### config.mk
export PLATFORM = sky130hd
export DESIGN_NAME = utf8_folding_amount_parser_flat
export DESIGN_NICKNAME = d
export VERILOG_FILES = /design/src/utf8fap_pkg.sv /design/src/utf8fap_in_if.sv /design/src/utf8fap_out_if.sv /design/src/utf8fap_cfg.sv /design/src/utf8fap_decode.sv /design/src/utf8fap_accum.sv /design/src/utf8_folding_amount_parser.sv /design/src/flat_wrapper.sv
export SDC_FILE = /design/constraint.sdc
export NUM_CORES = 1
export LEC_CHECK = 0
export BUFFER_PORTS_ARGS = -buffer_cell sky130_fd_sc_hd__buf_2
export CORE_MARGIN = 3
export CORE_UTILIZATION = 56
export DETAILED_ROUTE_END_ITERATION = 12
export GPL_TIMING_DRIVEN = 0
export HOLD_SLACK_MARGIN = 0.02
export PLACE_DENSITY = 0.79
export SYNTH_ARGS = -nofsm -noshare
export SYNTH_HDL_FRONTEND = slang
export SYNTH_HIERARCHICAL = 1
export SYNTH_SLANG_ARGS = --single-unit
### constraint.sdc
create_clock -name clk -period 6.6 [get_ports clk]
set_input_delay 0.33 -clock clk [delete_from_list [all_inputs] [get_ports clk]]
set_output_delay 0.33 -clock clk [all_outputs]
set_load 0.005 [all_outputs]
### src/utf8fap_pkg.sv
package utf8fap_pkg;

	// Field and port widths
	localparam int BYTE_W   = 8;
	localparam int AMOUNT_W = 40;
	localparam int MIN_W    = 4;
	localparam int DATA_W   = 32;
	localparam int ADDR_W   = 3;
	localparam int CP_W     = 16;

	// Digit limit and the counter that saturates one above it
	localparam int MAX_DIGITS = 12;
	localparam int TOTAL_W    = $clog2(MAX_DIGITS + 2);

	// Register map, by word index
	localparam logic [ADDR_W-3:0] REG_MIN_DIGITS = '0;
	localparam logic [MIN_W-1:0]  MIN_DIGITS_RESET = 4'd3;

	// Lead byte classes
	localparam logic [BYTE_W-1:0] LEAD3_MASK = 8'hF0;
	localparam logic [BYTE_W-1:0] LEAD3_CODE = 8'hE0;
	localparam logic [BYTE_W-1:0] LEAD2_MASK = 8'hE0;
	localparam logic [BYTE_W-1:0] LEAD2_CODE = 8'hC0;
	localparam logic [BYTE_W-1:0] LEAD3_BITS = 8'h0F;
	localparam logic [BYTE_W-1:0] CONT_BITS  = 8'h3F;
	localparam logic [BYTE_W-1:0] ASCII_TOP  = 8'h80;

	// Code points that fold
	localparam logic [CP_W-1:0] CP_FOLD_LO    = 16'hFF01;
	localparam logic [CP_W-1:0] CP_FOLD_HI    = 16'hFF5E;
	localparam logic [CP_W-1:0] CP_FOLD_OFS   = 16'hFEE0;
	localparam logic [CP_W-1:0] CP_LONG_VOWEL = 16'h30FC;
	localparam logic [CP_W-1:0] CP_MINUS      = 16'h2212;
	localparam logic [CP_W-1:0] CP_HYPHEN     = 16'h2010;

	// ASCII characters of interest
	localparam logic [BYTE_W-1:0] CHAR_ZERO   = 8'h30;
	localparam logic [BYTE_W-1:0] CHAR_NINE   = 8'h39;
	localparam logic [BYTE_W-1:0] CHAR_HYPHEN = 8'h2D;

	// Group decoder phase
	typedef enum logic [1:0] {
		PH_IDLE,
		PH_LEAD,
		PH_SECOND
	} phase_t;

	// Up to two characters that can matter, in stream order
	typedef struct packed {
		logic              c0_valid;
		logic [BYTE_W-1:0] c0;
		logic              c1_valid;
		logic [BYTE_W-1:0] c1;
	} char_pair_t;

	// Result register contents
	typedef struct packed {
		logic                valid;
		logic [AMOUNT_W-1:0] amount;
		logic                amount_valid;
	} result_t;

endpackage

### src/utf8fap_in_if.sv
interface utf8fap_in_if import utf8fap_pkg::*; ();
	logic              valid;
	logic              ready;
	logic [BYTE_W-1:0] in_byte;
	logic              last_byte;

	modport source (output valid, output in_byte, output last_byte, input ready);
	modport sink (input valid, input in_byte, input last_byte, output ready);
endinterface

### src/utf8fap_out_if.sv
interface utf8fap_out_if import utf8fap_pkg::*; ();
	logic                valid;
	logic                ready;
	logic [AMOUNT_W-1:0] amount;
	logic                amount_valid;

	modport source (output valid, output amount, output amount_valid, input ready);
	modport sink (input valid, input amount, input amount_valid, output ready);
endinterface

### src/utf8fap_cfg.sv
module utf8fap_cfg import utf8fap_pkg::*; (
	input  logic              clk,
	input  logic              arst_n,
	input  logic              psel,
	input  logic              penable,
	input  logic              pwrite,
	input  logic [ADDR_W-1:0] paddr,
	input  logic [DATA_W-1:0] pwdata,
	output logic [DATA_W-1:0] prdata,
	output logic              pready,
	output logic [MIN_W-1:0]  min_digits
);

	logic [MIN_W-1:0]  min_digits_q;
	logic [ADDR_W-3:0] word_idx;
	logic              wr_en;

	assign pready   = 1'b1;
	assign word_idx = paddr[ADDR_W-1:2];
	assign wr_en    = psel && penable && pwrite && pready;

	// Write the register in the access cycle
	always_ff @(posedge clk or negedge arst_n) begin
		if (!arst_n) begin
			min_digits_q <= MIN_DIGITS_RESET;
		end else if (wr_en && word_idx == REG_MIN_DIGITS) begin
			min_digits_q <= pwdata[MIN_W-1:0];
		end
	end

	// Read back
	always_comb begin
		prdata = '0;
		if (word_idx == REG_MIN_DIGITS) begin
			prdata = DATA_W'(min_digits_q);
		end
	end

	assign min_digits = min_digits_q;

endmodule

### src/utf8fap_decode.sv
module utf8fap_decode import utf8fap_pkg::*; (
	input  logic              clk,
	input  logic              arst_n,
	input  logic              step,
	input  logic [BYTE_W-1:0] byte_s1,
	input  logic              last_s1,
	output char_pair_t        chars
);

	logic [1:0]        raw_left_q, raw_left_d;
	phase_t            phase_q, phase_d;
	logic [BYTE_W-1:0] lead_q, lead_d;
	logic [BYTE_W-1:0] second_q, second_d;

	logic [BYTE_W-1:0] lead_lo, second_lo, byte_lo;
	logic [CP_W-1:0]   cp;
	logic [CP_W-1:0]   cp_fold;
	logic              is_lead3, is_lead2;

	assign lead_lo   = lead_q & LEAD3_BITS;
	assign second_lo = second_q & CONT_BITS;
	assign byte_lo   = byte_s1 & CONT_BITS;
	assign cp        = {lead_lo[3:0], second_lo[5:0], byte_lo[5:0]};
	assign cp_fold   = cp - CP_FOLD_OFS;
	assign is_lead3  = (byte_s1 & LEAD3_MASK) == LEAD3_CODE;
	assign is_lead2  = (byte_s1 & LEAD2_MASK) == LEAD2_CODE;

	// Next group state
	always_comb begin
		raw_left_d = raw_left_q;
		phase_d    = phase_q;
		lead_d     = lead_q;
		second_d   = second_q;
		if (raw_left_q != 2'd0) begin
			raw_left_d = raw_left_q - 2'd1;
		end else begin
			case (phase_q)
				PH_LEAD: begin
					second_d = byte_s1;
					phase_d  = PH_SECOND;
				end
				PH_SECOND: begin
					phase_d = PH_IDLE;
				end
				default: begin
					if (byte_s1 < ASCII_TOP) begin
						raw_left_d = 2'd0;
					end else if (is_lead3) begin
						lead_d  = byte_s1;
						phase_d = PH_LEAD;
					end else if (is_lead2) begin
						raw_left_d = 2'd1;
					end else begin
						raw_left_d = 2'd3;
					end
				end
			endcase
		end
		// End of field: drop any open group
		if (last_s1) begin
			raw_left_d = 2'd0;
			phase_d    = PH_IDLE;
			lead_d     = '0;
			second_d   = '0;
		end
	end

	// Characters passed on; a held lead byte never counts, so it is left out
	always_comb begin
		chars = '0;
		if (raw_left_q != 2'd0) begin
			chars.c0_valid = 1'b1;
			chars.c0       = byte_s1;
		end else begin
			case (phase_q)
				PH_LEAD: begin
					// Group cut short: flush the second byte raw
					chars.c0_valid = last_s1;
					chars.c0       = byte_s1;
				end
				PH_SECOND: begin
					if (cp >= CP_FOLD_LO && cp <= CP_FOLD_HI) begin
						chars.c0_valid = 1'b1;
						chars.c0       = cp_fold[BYTE_W-1:0];
					end else if (cp == CP_LONG_VOWEL || cp == CP_MINUS || cp == CP_HYPHEN) begin
						chars.c0_valid = 1'b1;
						chars.c0       = CHAR_HYPHEN;
					end else begin
						chars.c0_valid = 1'b1;
						chars.c0       = second_q;
						chars.c1_valid = 1'b1;
						chars.c1       = byte_s1;
					end
				end
				default: begin
					chars.c0_valid = !is_lead3;
					chars.c0       = byte_s1;
				end
			endcase
		end
	end

	// Group state registers
	always_ff @(posedge clk or negedge arst_n) begin
		if (!arst_n) begin
			raw_left_q <= 2'd0;
			phase_q    <= PH_IDLE;
			lead_q     <= '0;
			second_q   <= '0;
		end else if (step) begin
			raw_left_q <= raw_left_d;
			phase_q    <= phase_d;
			lead_q     <= lead_d;
			second_q   <= second_d;
		end
	end

endmodule

### src/utf8fap_accum.sv
module utf8fap_accum import utf8fap_pkg::*; (
	input  logic             clk,
	input  logic             arst_n,
	input  logic             step,
	input  logic             last_s1,
	input  char_pair_t       chars,
	input  logic [MIN_W-1:0] min_digits,
	input  logic             res_take,
	output result_t          res
);

	localparam logic [TOTAL_W-1:0] TOTAL_MAX = TOTAL_W'(MAX_DIGITS);

	typedef struct packed {
		logic               seen;
		logic               closed;
		logic [TOTAL_W-1:0] total;
		logic               accepted;
	} digit_state_t;

	function automatic digit_state_t take_char(input digit_state_t s, input logic v,
	                                           input logic [BYTE_W-1:0] c);
		digit_state_t r;
		r          = s;
		r.accepted = 1'b0;
		if (v && !s.closed) begin
			if (c >= CHAR_ZERO && c <= CHAR_NINE) begin
				r.seen = 1'b1;
				if (s.total <= TOTAL_MAX) begin
					r.total = s.total + 1'b1;
				end
				r.accepted = r.total <= TOTAL_MAX;
			end else if (c == CHAR_HYPHEN && s.seen) begin
				r.closed = 1'b1;
			end
		end
		return r;
	endfunction

	logic                seen_q, closed_q;
	logic [TOTAL_W-1:0]  total_q;
	logic [AMOUNT_W-1:0] acc_q;
	digit_state_t        st0, st1, st2;
	logic [AMOUNT_W-1:0] acc10, acc100, acc_d;
	logic [7:0]          pair;
	logic                ok;
	logic                res_valid_q;
	logic [AMOUNT_W-1:0] res_amount_q;
	logic                res_ok_q;

	// Run the two characters through the digit rules in order
	always_comb begin
		st0 = '{seen: seen_q, closed: closed_q, total: total_q, accepted: 1'b0};
		st1 = take_char(st0, chars.c0_valid, chars.c0);
		st2 = take_char(st1, chars.c1_valid, chars.c1);
	end

	// Scale by ten or a hundred and add the digits taken
	assign acc10  = (acc_q << 3) + (acc_q << 1);
	assign acc100 = (acc_q << 6) + (acc_q << 5) + (acc_q << 2);
	assign pair   = (8'(chars.c0[3:0]) << 3) + (8'(chars.c0[3:0]) << 1) + 8'(chars.c1[3:0]);

	always_comb begin
		case ({st1.accepted, st2.accepted})
			2'b11:   acc_d = acc100 + AMOUNT_W'(pair);
			2'b10:   acc_d = acc10 + AMOUNT_W'(chars.c0[3:0]);
			2'b01:   acc_d = acc10 + AMOUNT_W'(chars.c1[3:0]);
			default: acc_d = acc_q;
		endcase
	end

	assign ok = (st2.total >= TOTAL_W'(1)) && (st2.total <= TOTAL_MAX)
	         && (8'(st2.total) >= 8'(min_digits));

	// Digit state: advance per byte, clear after the final byte
	always_ff @(posedge clk or negedge arst_n) begin
		if (!arst_n) begin
			seen_q   <= 1'b0;
			closed_q <= 1'b0;
			total_q  <= '0;
			acc_q    <= '0;
		end else if (step) begin
			if (last_s1) begin
				seen_q   <= 1'b0;
				closed_q <= 1'b0;
				total_q  <= '0;
				acc_q    <= '0;
			end else begin
				seen_q   <= st2.seen;
				closed_q <= st2.closed;
				total_q  <= st2.total;
				acc_q    <= acc_d;
			end
		end
	end

	// Result register: load on the final byte, drop once taken
	always_ff @(posedge clk or negedge arst_n) begin
		if (!arst_n) begin
			res_valid_q <= 1'b0;
		end else if (step && last_s1) begin
			res_valid_q <= 1'b1;
		end else if (res_take) begin
			res_valid_q <= 1'b0;
		end
	end

	always_ff @(posedge clk) begin
		if (step && last_s1) begin
			res_amount_q <= ok ? acc_d : '0;
			res_ok_q     <= ok;
		end
	end

	assign res.valid        = res_valid_q;
	assign res.amount       = res_amount_q;
	assign res.amount_valid = res_ok_q;

endmodule

### src/utf8_folding_amount_parser.sv
// The final byte passes through the input register, then the result register; the
// result is valid once the result register loads it, and out_ch.ready takes it.
// Throughput: one byte per cycle while the parser is not stalled, as the group
// decoder state and the digit accumulator update as each byte steps; a result not
// taken holds the next final byte in the input register and stalls input behind it.
// Reset: arst_n clears all group and digit state at once and sets min_digits to 3.
module utf8_folding_amount_parser import utf8fap_pkg::*; (
	input  logic              clk,
	input  logic              arst_n,
	input  logic              psel,
	input  logic              penable,
	input  logic              pwrite,
	input  logic [ADDR_W-1:0] paddr,
	input  logic [DATA_W-1:0] pwdata,
	output logic [DATA_W-1:0] prdata,
	output logic              pready,
	utf8fap_in_if.sink        in_ch,
	utf8fap_out_if.source     out_ch
);

	logic              valid_s1;
	logic [BYTE_W-1:0] byte_s1;
	logic              last_s1;
	logic              out_free;
	logic              step;
	logic [MIN_W-1:0]  min_digits;
	char_pair_t        chars;
	result_t           res;

	// A final byte waits only until the result register is free
	assign out_free    = !res.valid || out_ch.ready;
	assign step        = valid_s1 && (!last_s1 || out_free);
	assign in_ch.ready = !valid_s1 || step;

	// Input register
	always_ff @(posedge clk or negedge arst_n) begin
		if (!arst_n) begin
			valid_s1 <= 1'b0;
		end else if (in_ch.valid && in_ch.ready) begin
			valid_s1 <= 1'b1;
		end else if (step) begin
			valid_s1 <= 1'b0;
		end
	end

	always_ff @(posedge clk) begin
		if (in_ch.valid && in_ch.ready) begin
			byte_s1 <= in_ch.in_byte;
			last_s1 <= in_ch.last_byte;
		end
	end

	utf8fap_cfg u_cfg (
		.clk       (clk),
		.arst_n    (arst_n),
		.psel      (psel),
		.penable   (penable),
		.pwrite    (pwrite),
		.paddr     (paddr),
		.pwdata    (pwdata),
		.prdata    (prdata),
		.pready    (pready),
		.min_digits(min_digits)
	);

	utf8fap_decode u_decode (
		.clk    (clk),
		.arst_n (arst_n),
		.step   (step),
		.byte_s1(byte_s1),
		.last_s1(last_s1),
		.chars  (chars)
	);

	utf8fap_accum u_accum (
		.clk       (clk),
		.arst_n    (arst_n),
		.step      (step),
		.last_s1   (last_s1),
		.chars     (chars),
		.min_digits(min_digits),
		.res_take  (out_ch.ready),
		.res       (res)
	);

	assign out_ch.valid        = res.valid;
	assign out_ch.amount       = res.amount;
	assign out_ch.amount_valid = res.amount_valid;

endmodule

### src/flat_wrapper.sv
// flat-port wrapper written by rule: the top's interface ports become plain ports
module utf8_folding_amount_parser_flat import utf8fap_pkg::*;
  (clk, arst_n, psel, penable, pwrite, paddr, pwdata, prdata, pready, in_ch_valid, in_ch_in_byte, in_ch_last_byte, in_ch_ready, out_ch_valid, out_ch_amount, out_ch_amount_valid, out_ch_ready);
  utf8fap_in_if in_ch_i ();
  utf8fap_out_if out_ch_i ();
  input  logic clk;
  input  logic arst_n;
  input  logic psel;
  input  logic penable;
  input  logic pwrite;
  input  logic [ADDR_W-1:0] paddr;
  input  logic [DATA_W-1:0] pwdata;
  output logic [DATA_W-1:0] prdata;
  output logic pready;
  input wire logic [$bits(in_ch_i.valid)-1:0] in_ch_valid;
  input wire logic [$bits(in_ch_i.in_byte)-1:0] in_ch_in_byte;
  input wire logic [$bits(in_ch_i.last_byte)-1:0] in_ch_last_byte;
  output wire logic [$bits(in_ch_i.ready)-1:0] in_ch_ready;
  output wire logic [$bits(out_ch_i.valid)-1:0] out_ch_valid;
  output wire logic [$bits(out_ch_i.amount)-1:0] out_ch_amount;
  output wire logic [$bits(out_ch_i.amount_valid)-1:0] out_ch_amount_valid;
  input wire logic [$bits(out_ch_i.ready)-1:0] out_ch_ready;
  assign in_ch_i.valid = in_ch_valid;
  assign in_ch_i.in_byte = in_ch_in_byte;
  assign in_ch_i.last_byte = in_ch_last_byte;
  assign in_ch_ready = in_ch_i.ready;
  assign out_ch_valid = out_ch_i.valid;
  assign out_ch_amount = out_ch_i.amount;
  assign out_ch_amount_valid = out_ch_i.amount_valid;
  assign out_ch_i.ready = out_ch_ready;
  utf8_folding_amount_parser u_core (.clk(clk), .arst_n(arst_n), .psel(psel), .penable(penable), .pwrite(pwrite), .paddr(paddr), .pwdata(pwdata), .prdata(prdata), .pready(pready), .in_ch(in_ch_i), .out_ch(out_ch_i));
endmodule
-- After elaboration in Yosys (flattened, before gate mapping)
Cells that the tools add are included.
- input bits: 51
- logic and storage cells: 150
- output and inout bits: 76
- register bits: 118
- $add $sub $neg: 12
- equality and inequality tests: 18
- magnitude comparators: 14
- bitwise gates (word level): 1
- mux-type cells: 53
- reduce and logical (&&, ||, !) cells: 37
- operators by type and width (cell ; number):
    40-bit adder ; 3
    40-bit one-hot mux with 3 select lines ; 1
    40-bit by 4-bit adder with 40-bit output ; 2
    4-bit two-way mux ; 13
    16-bit by 14-bit equality test with 1-bit output, second input constant ; 3
    9-bit two-way mux ; 5
    40-bit by 8-bit adder with 40-bit output ; 1
    40-bit two-way mux ; 1
    8-bit two-way mux ; 5
    4-bit <= comparator, second input constant ; 5
    2-bit two-way mux ; 10
    9-bit one-hot mux with 2 select lines ; 1
    8-bit by 6-bit equality test with 1-bit output, second input constant ; 2
    16-bit >= comparator, second input constant ; 1
    8-bit by 6-bit >= comparator with 1-bit output, second input constant ; 2
    16-bit <= comparator, second input constant ; 1
    8-bit by 6-bit <= comparator with 1-bit output, second input constant ; 2
    1-bit logical AND ; 15
    7-bit two-way mux ; 2
    1-bit two-way mux ; 12
    5-bit two-way mux ; 2
    2-bit nonzero test ; 5
    4-bit by 1-bit adder with 4-bit output, second input constant ; 2
    7-bit by 5-bit adder with 8-bit output ; 1
    22 further kinds ; 38

-- Depth between registers and ports, before layout
Gate-level depths: netlist (run 1).
- word-level depth: 24
- depth in mapped cells: 31
- gate-level depth less buffers: 29

-- Cells and area by module
The synthesis (run 1) kept the hierarchy.
- by module, submodules not included (module ; cells each ; area each (um2) ; instances ; seq. area each (um2)):
    utf8fap_accum ; 1358 ; 11150.7 ; 1 ; 2407.3
    utf8fap_decode ; 139 ; 1212.4 ; 1 ; 400.4
    utf8fap_cfg ; 44 ; 431.7 ; 1 ; 102.6
    utf8_folding_amount_parser ; 15 ; 345.3 ; 1 ; 295.3

-- Worst setup path after synthesis (run 1)
Ideal clock, no wire load.
- path type: register -> register
- start point: register u_core.byte_s1[2]
- end point: register u_core.u_accum.res_amount_q[27], data pin
- library setup time: 0.266 ns
- clock period less this slack: 6.750 ns
- setup slack: -0.150 ns
- required time: 6.334 ns
- arrival: 6.484 ns
- path buffers: 2
- cell stages (with the launch flop): 30
- cell sequence: edfxtp_1 -> or4_1 -> or4_1 -> nand4_2 -> nand2_1 -> o2bb2ai_1 -> o21ai_0 -> and4b_1 -> nand4_1 -> mux2i_1 -> nor2_1 -> or2_0 -> clkbuf_1 -> nor2_1 -> nand2_1 -> nand2_1 -> ha_1 -> fa_1 -> a21oi_1 -> or3_1 -> nor3_1 -> nand3_1 -> nor3_1 -> and4_1 -> nand2b_1 -> clkbuf_1 -> or4_1 -> xor2_1 -> o221ai_1 -> nor2_1
- RTL lines (item ; line ; RTL):
    start, declared ; utf8_folding_amount_parser.sv:22 ; logic [BYTE_W-1:0] byte_s1;
    start signal, assigned ; utf8_folding_amount_parser.sv:48 ; byte_s1 <= in_ch.in_byte;
    end signal, assigned ; utf8fap_accum.sv:110 ; res_amount_q <= ok ? acc_d : '0;
    end, declared ; utf8fap_accum.sv:48 ; logic [AMOUNT_W-1:0] res_amount_q;

==> results of run 1 <==
cell type report:
type | instances | area, sq um | share of cell area (%)
buffer | 95 | 523.0 | 3.379
clock buffer | 17 | 425.4 | 2.749
clock inverter | 15 | 181.4 | 1.172
inverter | 70 | 265.3 | 1.714
multi-input combinational | 1298 | 9773 | 63.14
sequential | 118 | 3206 | 20.71
tap | 313 | 391.6 | 2.530
timing repair buffer | 110 | 711.9 | 4.600
state kept, by name, indices dropped and copies added, names as in the netlist, 2 cells and up:
signal and flops:
u_core/u_decode/phase_q 2, u_core/u_cfg/min_digits 4, u_core/u_decode/raw_left_q 2, u_core/byte_s1 8, u_core/u_accum/acc_q 40, u_core/u_decode/lead_q 4
u_core/u_accum/total_q 4, u_core/u_accum/res_amount_q 40, u_core/u_decode/second_q 8
power by group:
part	switching [W]	internal [W]	leakage, nW	total (W)
logic	0.000642	0.000462	5.28	0.00110
registers	0.0000958	0.000830	1.40	0.000926
clock network	0.000455	0.000515	0.298	0.000969
stage by stage:
step           worst slack (ns)  power (W)
6_report               0.001339   0.002999
5_1_grt                 -0.2237   0.003135
4_1_cts                -0.02407   0.002875
3_5_place_dp             -1.512   0.001865
3_3_place_gp             -1.429   0.001824
2_1_floorplan           0.01114   0.001603
critical path, delay by kind of cell, from the launching register on:
kind / cells / cell delay, ns
AO/OA/AOI/OAI: 5 / 0.68
XOR/XNOR: 1 / 0.19
adder cells (fa/ha/maj): 2 / 0.39
buffers and inverters: 1 / 0.15
flip-flops: 1 / 0.43
multiplexers: 1 / 0.27
AND/OR/NAND/NOR: 18 / 4.22
placed cells by master (no fill, tap or decap), types with 14 or more instances in the layout:
cell type                   count
sky130_fd_sc_hd__a211oi_1      21
sky130_fd_sc_hd__a21o_1        40
sky130_fd_sc_hd__a21oi_1      109
sky130_fd_sc_hd__a31oi_1       16
sky130_fd_sc_hd__and2_1        22
sky130_fd_sc_hd__and3_1        14
sky130_fd_sc_hd__buf_2         77
sky130_fd_sc_hd__buf_4         71
sky130_fd_sc_hd__clkbuf_1      41
sky130_fd_sc_hd__clkbuf_16     17
sky130_fd_sc_hd__conb_1        29
sky130_fd_sc_hd__dfrtp_1       66
sky130_fd_sc_hd__edfxtp_1      50
sky130_fd_sc_hd__fa_1          41
sky130_fd_sc_hd__ha_1         122
sky130_fd_sc_hd__inv_1         69
sky130_fd_sc_hd__mux2_2        14
sky130_fd_sc_hd__nand2_1      152
sky130_fd_sc_hd__nand2b_1      16
sky130_fd_sc_hd__nand3_1       29
sky130_fd_sc_hd__nand4_1       32
sky130_fd_sc_hd__nor2_1       118
sky130_fd_sc_hd__nor2b_1       17
sky130_fd_sc_hd__nor3_1        27
sky130_fd_sc_hd__o211ai_1      21
sky130_fd_sc_hd__o21ai_0       71
sky130_fd_sc_hd__o22ai_1       41
sky130_fd_sc_hd__xnor2_1       53
sky130_fd_sc_hd__xor2_1        27
what timing repair did:
action                                 in CTS  in global routing
cloned                                      0                  1
endpoints found under the hold margin      22                  0
setup endpoints to repair                  62                 59
setup buffers                              18                 21
pin swaps                                  16                 36
hold buffers                                1                  0
gates resized for setup                    43                 66
cells by family (layout without fill, tap and decap cells):
group / after synthesis / count (layout)
AND/OR/NAND/NOR: 545 / 545
XOR/XNOR: 84 / 84
multiplexers: 24 / 24
buffers and inverters: 167 / 307
flip-flops: 118 / 118
other: 2 / 29
AO/OA/AOI/OAI: 450 / 450
adder cells (fa/ha/maj): 166 / 166
path summary, 6_finish.rpt:
| kind | start | to | slack, ns | depth (start not counted) |
|---|---|---|---|---|
| hold / removal | in_ch_in_byte[5] | u_core/byte_s1[5] | 0.06 | 1 |
| min in group asynchronous | arst_n | u_core/u_decode/second_q[4] | 0.36 | 2 |
| setup / recovery | u_core/byte_s1[2] | u_core/u_accum/res_amount_q[27] | 0.001 | 28 |
| setup reg to reg | u_core/byte_s1[2] | u_core/u_accum/res_amount_q[27] | 0.001 | 28 |
| max in group asynchronous | arst_n | u_core/u_accum/acc_q[8] | 5.67 | 3 |
| hold reg to reg | u_core/u_accum/res_valid_q | u_core/u_accum/res_valid_q | 0.49 | 1 |
layer usage:
layer,share of wire (%),GRT usage [%]
met3,11,6.738
met4,4.0,12.34
met5,0,0
met2,47,51.56
met1,38,40.70
==> impl_metrics.yaml, run 1 <==
place:
  post_dp_cell_area_sq_um: 14090
  detailedPlacementHpwl_um: 30140
  place.port_buffers: 67
  gp_congestion: 0.9778
  cell_total_after_placement: 1965
synth:
  synth-seq-area-share_pct: 24.40
  synth_fa_ha_area_share_pct: 18.21
  synth_simple_gate_area_share_pct: 21.43
  proportion_of_register_bits_with_asynchronous_set_or_reset_after_synthesis_pct: 57.63
  synth.ff_latch_count: 118
  ys_types: 93
  synth_area_leader_cell: "sky130_fd_sc_hd__dfrtp_1"
  synthXorXnorAreaFrac_pct: 5.713
  yosys.cell_count.top_type: "sky130_fd_sc_hd__nand2_1"
  synth_compound_gate_area_share_pct: 22.29
  synth.top_cells.by_count: "sky130_fd_sc_hd__nand2_1 (156), sky130_fd_sc_hd__ha_1 (124), sky130_fd_sc_hd__nor2_1 (124), sky130_fd_sc_hd__a21oi_1 (114), sky130_fd_sc_hd__o21ai_0 (73)"
  postSynthCellCount: 1556
  synth-edff-count: 50
  prevailing_post_synth_register_cell: "sky130_fd_sc_hd__dfrtp_1"
  yosysWarningCount: 6
  synthMuxAreaShare_pct: 1.962
  netlist_area_sq_um: 13140
  synth.top_cell.area_share_pct: 12.57
  netlist_top_cells_area: "sky130_fd_sc_hd__dfrtp_1 (13%), sky130_fd_sc_hd__ha_1 (12%), sky130_fd_sc_hd__edfxtp_1 (11%)"
  average_size_of_a_mapped_cell_sq_um: 8.445
  largest_family_of_logic_cells_by_synthesized_area: "compound AO/OA/AOI/OAI gates"
pwr:
  pwr_density_cell_nw_per_um2: 193.8
  leakage_nw: 6.983
  peakVddDrop_mv: 0.1664
run_status:
  status: "finished clean"
route:
  detail_route.iter0.violations: 1315
  via_count: 13100
  wire_per_inst_um: 20.46
  ant_nets: 0
  viasPerCell: 6.433
  post_detailed_route_drc_marker_count: 0
  drt_first_pass_iters: 8
  post_route_wl_um: 41660
floorplanning:
  die_width_um: 159.2
  io_pins: 127
  initial_utilization_pct: 57.51
  die_area_sq_um: 25340
  die_height_um: 159.2
  core_area_sq_um: 22850
  placement_rows: 55
cts:
  root_buffer: "sky130_fd_sc_hd__clkbuf_16"
  clkLatencyLatePin_ns: 0.44
  htree_levels: 4
  clk_sinks: 118
  worst_setup_hold_path_clk_slew_ns: 0.07
  cts-root-to-sink-buffers: 2
  tritoncts.num_buffers: 17
  cts_tree: "yes"
final_layout:
  synthToLayoutAreaGrowth_pct: 17.79
  final_nets: 1927
  layout.filler_cells: 1791
  diodes: 0
  post_route_cells_drive_above_1_share_pct: 18.17
  final_core_util_pct: 67.74
  postLayoutCellArea_sq_um: 15480
  instances_no_fill: 2036
timing:
  tightestPinTransition_ns: 1.174
  timing.max_slew.rel_slack_pct: 21.45
  number_of_hold_violations_in_the_final_report: 0
  fin_crit_sh_pct: 99.98
  slew_violations: 0
  rsz0062_at_grt: "true"
  finalHoldWorstSlack_ns: 0.06277
  setup-violations-final: 0
  shortest_period_the_worst_path_allows_ns: 6.599
  timing.fmax_ghz: 0.1515
  setup_skew_ns: 0.01229
  fin_tns_setup_ns: 0
global_route:
  grt_pass1_vias: 12480
  grt_start_max_net_pins: 45
  gr-total-overflow: 0
  first_pass_grt_wire_length_um: 64720
  antenna_violations_before_repair: 0
  grt.total_usage_pct: 31.40
critical_path:
  crit_path_max_fanout: 9
  critPathRequiredTime_ns: 6.78
  critPathKind: "flop to flop"
  cp_slowest_stage_delay_ns: 0.58
  crit_arrival_ns: 6.78
  cpMaxStageDelayCell: "sky130_fd_sc_hd__or4_4"
  worstSetupEndpointType: "flop"
  timing.critical_path.from_type: "flop"
  cpMostUsedCell: "sky130_fd_sc_hd__or4_4"
flow_run:
  maxCapViolations: 0
min_path:
  class_of_the_tightest_hold_or_removal_check: "input pin to flop"
Power figures use the tool's default switching activity.
==> inputs of run 2 (changes only) <==
Settings changed: REMOVE_ABC_BUFFERS from default to 1.
==> impl_metrics.yaml, run 2 (synthesis results as in run 1) <==
run_status:
  violations_in_the_final_reports: "negative setup slack"
  status: "finished with violations"
critical_path:
  critPathRequiredTime_ns: 6.73
  r2r_slack_ns: -0.11
  worstSetupEndpointType: "flop"
  timing.critical_path.from_type: "flop"
  ff_to_ff_path_depth: 24
  crit_path_max_fanout: 13
  crit_arrival_ns: 6.84
  critPathKind: "flop to flop"
  r2r_start: "u_core/byte_s1[2]"
  r2r_end: "u_core/u_accum/res_amount_q[36]"
cts:
  tritoncts.num_buffers: 17
  clkLatencyLatePin_ns: 0.43
  root_buffer: "sky130_fd_sc_hd__clkbuf_16"
  cts-root-to-sink-buffers: 2
  cts_tree: "yes"
  clk_sinks: 118
  worst_setup_hold_path_clk_slew_ns: 0.06
  htree_levels: 4
timing:
  timing.max_slew.rel_slack_pct: 31.75
  setup_skew_ns: 0.008994
  slew_violations: 0
  finalWorstSetupSlack_ns: -0.1081
  shortest_period_the_worst_path_allows_ns: 6.708
  fin_crit_sh_pct: 101.6
  number_of_hold_violations_in_the_final_report: 0
  setup-violations-final: 13
  fin_tns_setup_ns: -0.6365
  tightestPinTransition_ns: 1.024
  rsz0062_at_grt: "true"
  timing.fmax_ghz: 0.1491
min_path:
  class_of_the_tightest_hold_or_removal_check: "input pin to flop"
  hold_end: "u_core/last_s1"
  min_from: "in_ch_last_byte"
  timing.hold.worst_path_depth: 1
final_layout:
  final_nets: 1838
  multi_input_comb_area_sq_um: 9861
  mostFrequentLayoutCell: "sky130_fd_sc_hd__nand2_1"
  seq_area_sq_um: 3206
  final_cell_mix: "sky130_fd_sc_hd__nand2_1 (149), sky130_fd_sc_hd__ha_1 (121), sky130_fd_sc_hd__nor2_1 (119), sky130_fd_sc_hd__a21oi_1 (107), sky130_fd_sc_hd__inv_1 (70)"
  post_route_cells_drive_above_1_share_pct: 16.65
  biggestRegsByFlops: "u_core/u_accum/acc_q: 40 flops, u_core/u_accum/res_amount_q: 40 flops"
  diodes: 0
  synthToLayoutAreaGrowth_pct: 15.03
  postLayoutCellArea_sq_um: 15110
  layout.filler_cells: 1791
pwr:
  p_int_w: 0.001835
  leakage_nw: 6.664
  power_frac_clock_pct: 32.4
  totalPowerFinal_w: 0.002968
  power.net_switching_w: 0.001133
  power_switching_share_pct: 38.16
  pwr_density_cell_nw_per_um2: 196.4
  peakVddDrop_mv: 0.1589
  comb_power_share_pct: 36.2
  seqPwrFrac_pct: 31.4
route:
  drt_first_pass_iters: 6
  detail_route.iter0.violations: 1643
  via_count: 12980
  ant_nets: 0
  viasPerCell: 6.667
  wire_per_inst_um: 21.15
  post_detailed_route_drc_marker_count: 0
  post_route_wl_um: 41190
global_route:
  grt.total_usage_pct: 30.80
  antenna_violations_before_repair: 0
  grt_start_max_net_pins: 52
  gr-total-overflow: 0
  first_pass_grt_wire_length_um: 63830
  grt_pass1_vias: 12250
floorplanning:
  die_width_um: 159.2
  die_area_sq_um: 25340
  placement_rows: 55
  initial_utilization_pct: 57.51
  die_height_um: 159.2
  core_area_sq_um: 22850
  io_pins: 127
flow_run:
  maxCapViolations: 0
place:
  place.port_buffers: 67
  detailedPlacementHpwl_um: 28210
  post-place-ws_ns: -1.968
  gp_congestion: 0.9453
  post_dp_cell_area_sq_um: 13630
==> run 2: cell count changes in the layout (fill, tap and decap cells not counted), sizes merged <==
cell | before | now
buf | 157 | 113
nand2b | 17 | 18
clkinvlp | 0 | 3
inv | 80 | 73
clkbuf | 64 | 19
bufinv | 0 | 2
or2 | 10 | 11
==> run 2: final cells by class <==
cell class / count / share of cell area (%)
Tap cell: 313 / 2.591
Multi-Input combinational cell: 1300 / 65.24
Sequential cell: 118 / 21.21
Timing Repair Buffer: 114 / 5.298
Clock inverter: 13 / 0.9934
Inverter: 70 / 1.738
Clock buffer: 19 / 2.930
==> run 2: critical path, cell delays in order (launching register included) <==
cell and delay, ns:
sky130_fd_sc_hd__edfxtp_1 0.42, sky130_fd_sc_hd__or4_4 0.59, sky130_fd_sc_hd__or4_4 0.55, sky130_fd_sc_hd__nand4_4 0.14, sky130_fd_sc_hd__nand2_2 0.19, sky130_fd_sc_hd__o2bb2ai_4 0.20, sky130_fd_sc_hd__o21ai_1 0.14, sky130_fd_sc_hd__and3b_1 0.22
sky130_fd_sc_hd__nand2_1 0.16, sky130_fd_sc_hd__a21o_1 0.66, sky130_fd_sc_hd__nand2_8 0.17, sky130_fd_sc_hd__nand2_4 0.12, sky130_fd_sc_hd__nand2_4 0.06, sky130_fd_sc_hd__ha_4 0.26, sky130_fd_sc_hd__a21o_1 0.14, sky130_fd_sc_hd__a21oi_4 0.08
sky130_fd_sc_hd__nor3_4 0.24, sky130_fd_sc_hd__nand4_1 0.29, sky130_fd_sc_hd__nor3_4 0.31, sky130_fd_sc_hd__nand4_1 0.28, sky130_fd_sc_hd__or2_4 0.39, sky130_fd_sc_hd__nor4_4 0.33, sky130_fd_sc_hd__xor2_2 0.15, sky130_fd_sc_hd__a22oi_2 0.19
sky130_fd_sc_hd__a21oi_1 0.10
==> run 2: power by group through the flow <==
stage          logic (W)  registers [W]  clock network (W)
4_1_cts         0.000959       0.000922           0.000964
6_report         0.00107       0.000933           0.000961
3_5_place_dp    0.000870       0.000935                  0
2_1_floorplan   0.000642       0.000907                  0
5_1_grt          0.00116       0.000942           0.000996
3_3_place_gp    0.000826       0.000934                  0
==> run 2: worst max path at each step <==
stage                           start                              end  cells past startpoint
floorplan           u_core/byte_s1[2]  u_core/u_accum/res_amount_q[32]                     26
global placement    u_core/byte_s1[2]  u_core/u_accum/res_amount_q[22]                     26
detailed placement  u_core/byte_s1[2]  u_core/u_accum/res_amount_q[36]                     27
CTS                 u_core/byte_s1[2]  u_core/u_accum/res_amount_q[27]                     28
global route        u_core/byte_s1[2]  u_core/u_accum/res_amount_q[34]                     24
finish              u_core/byte_s1[2]  u_core/u_accum/res_amount_q[36]                     24
==> run 2: what timing repair did <==
item / 4_1_cts / 5_1_grt
gates cloned: 0 / 2
setup buffers: 25 / 13
gates resized for setup: 48 / 62
endpoints found under the setup margin: 72 / 50
hold buffers: 1 / 0
pin swaps: 16 / 36
endpoints found under the hold margin: 17 / 0
==> run 2: metal layers <==
layer / up-vias / track usage (%) / routed length (um) / part of all wire (%)
li1: 5846 / - / - / -
met1: 6137 / 41.72 / 16760 / 41
met2: 793 / 49.69 / 18790 / 46
met3: 205 / 4.527 / 3646 / 8.9
met4: 0 / 12.69 / 1991 / 4.8
met5: - / 0 / 0 / 0
==> run 2: metrics by stage <==
step | cells | hold slack (ns) | util, %
finish | 1947 | 0.07534 | 66.16
global route | 1947 | 0.05951 | 66.16
CTS | 1931 | 0.06432 | 64.16
detailed placement | 1873 | 0.2374 | 59.67
global placement | 1866 | 0.4714 | 58.87
floorplan | 1486 | 0.03441 | -
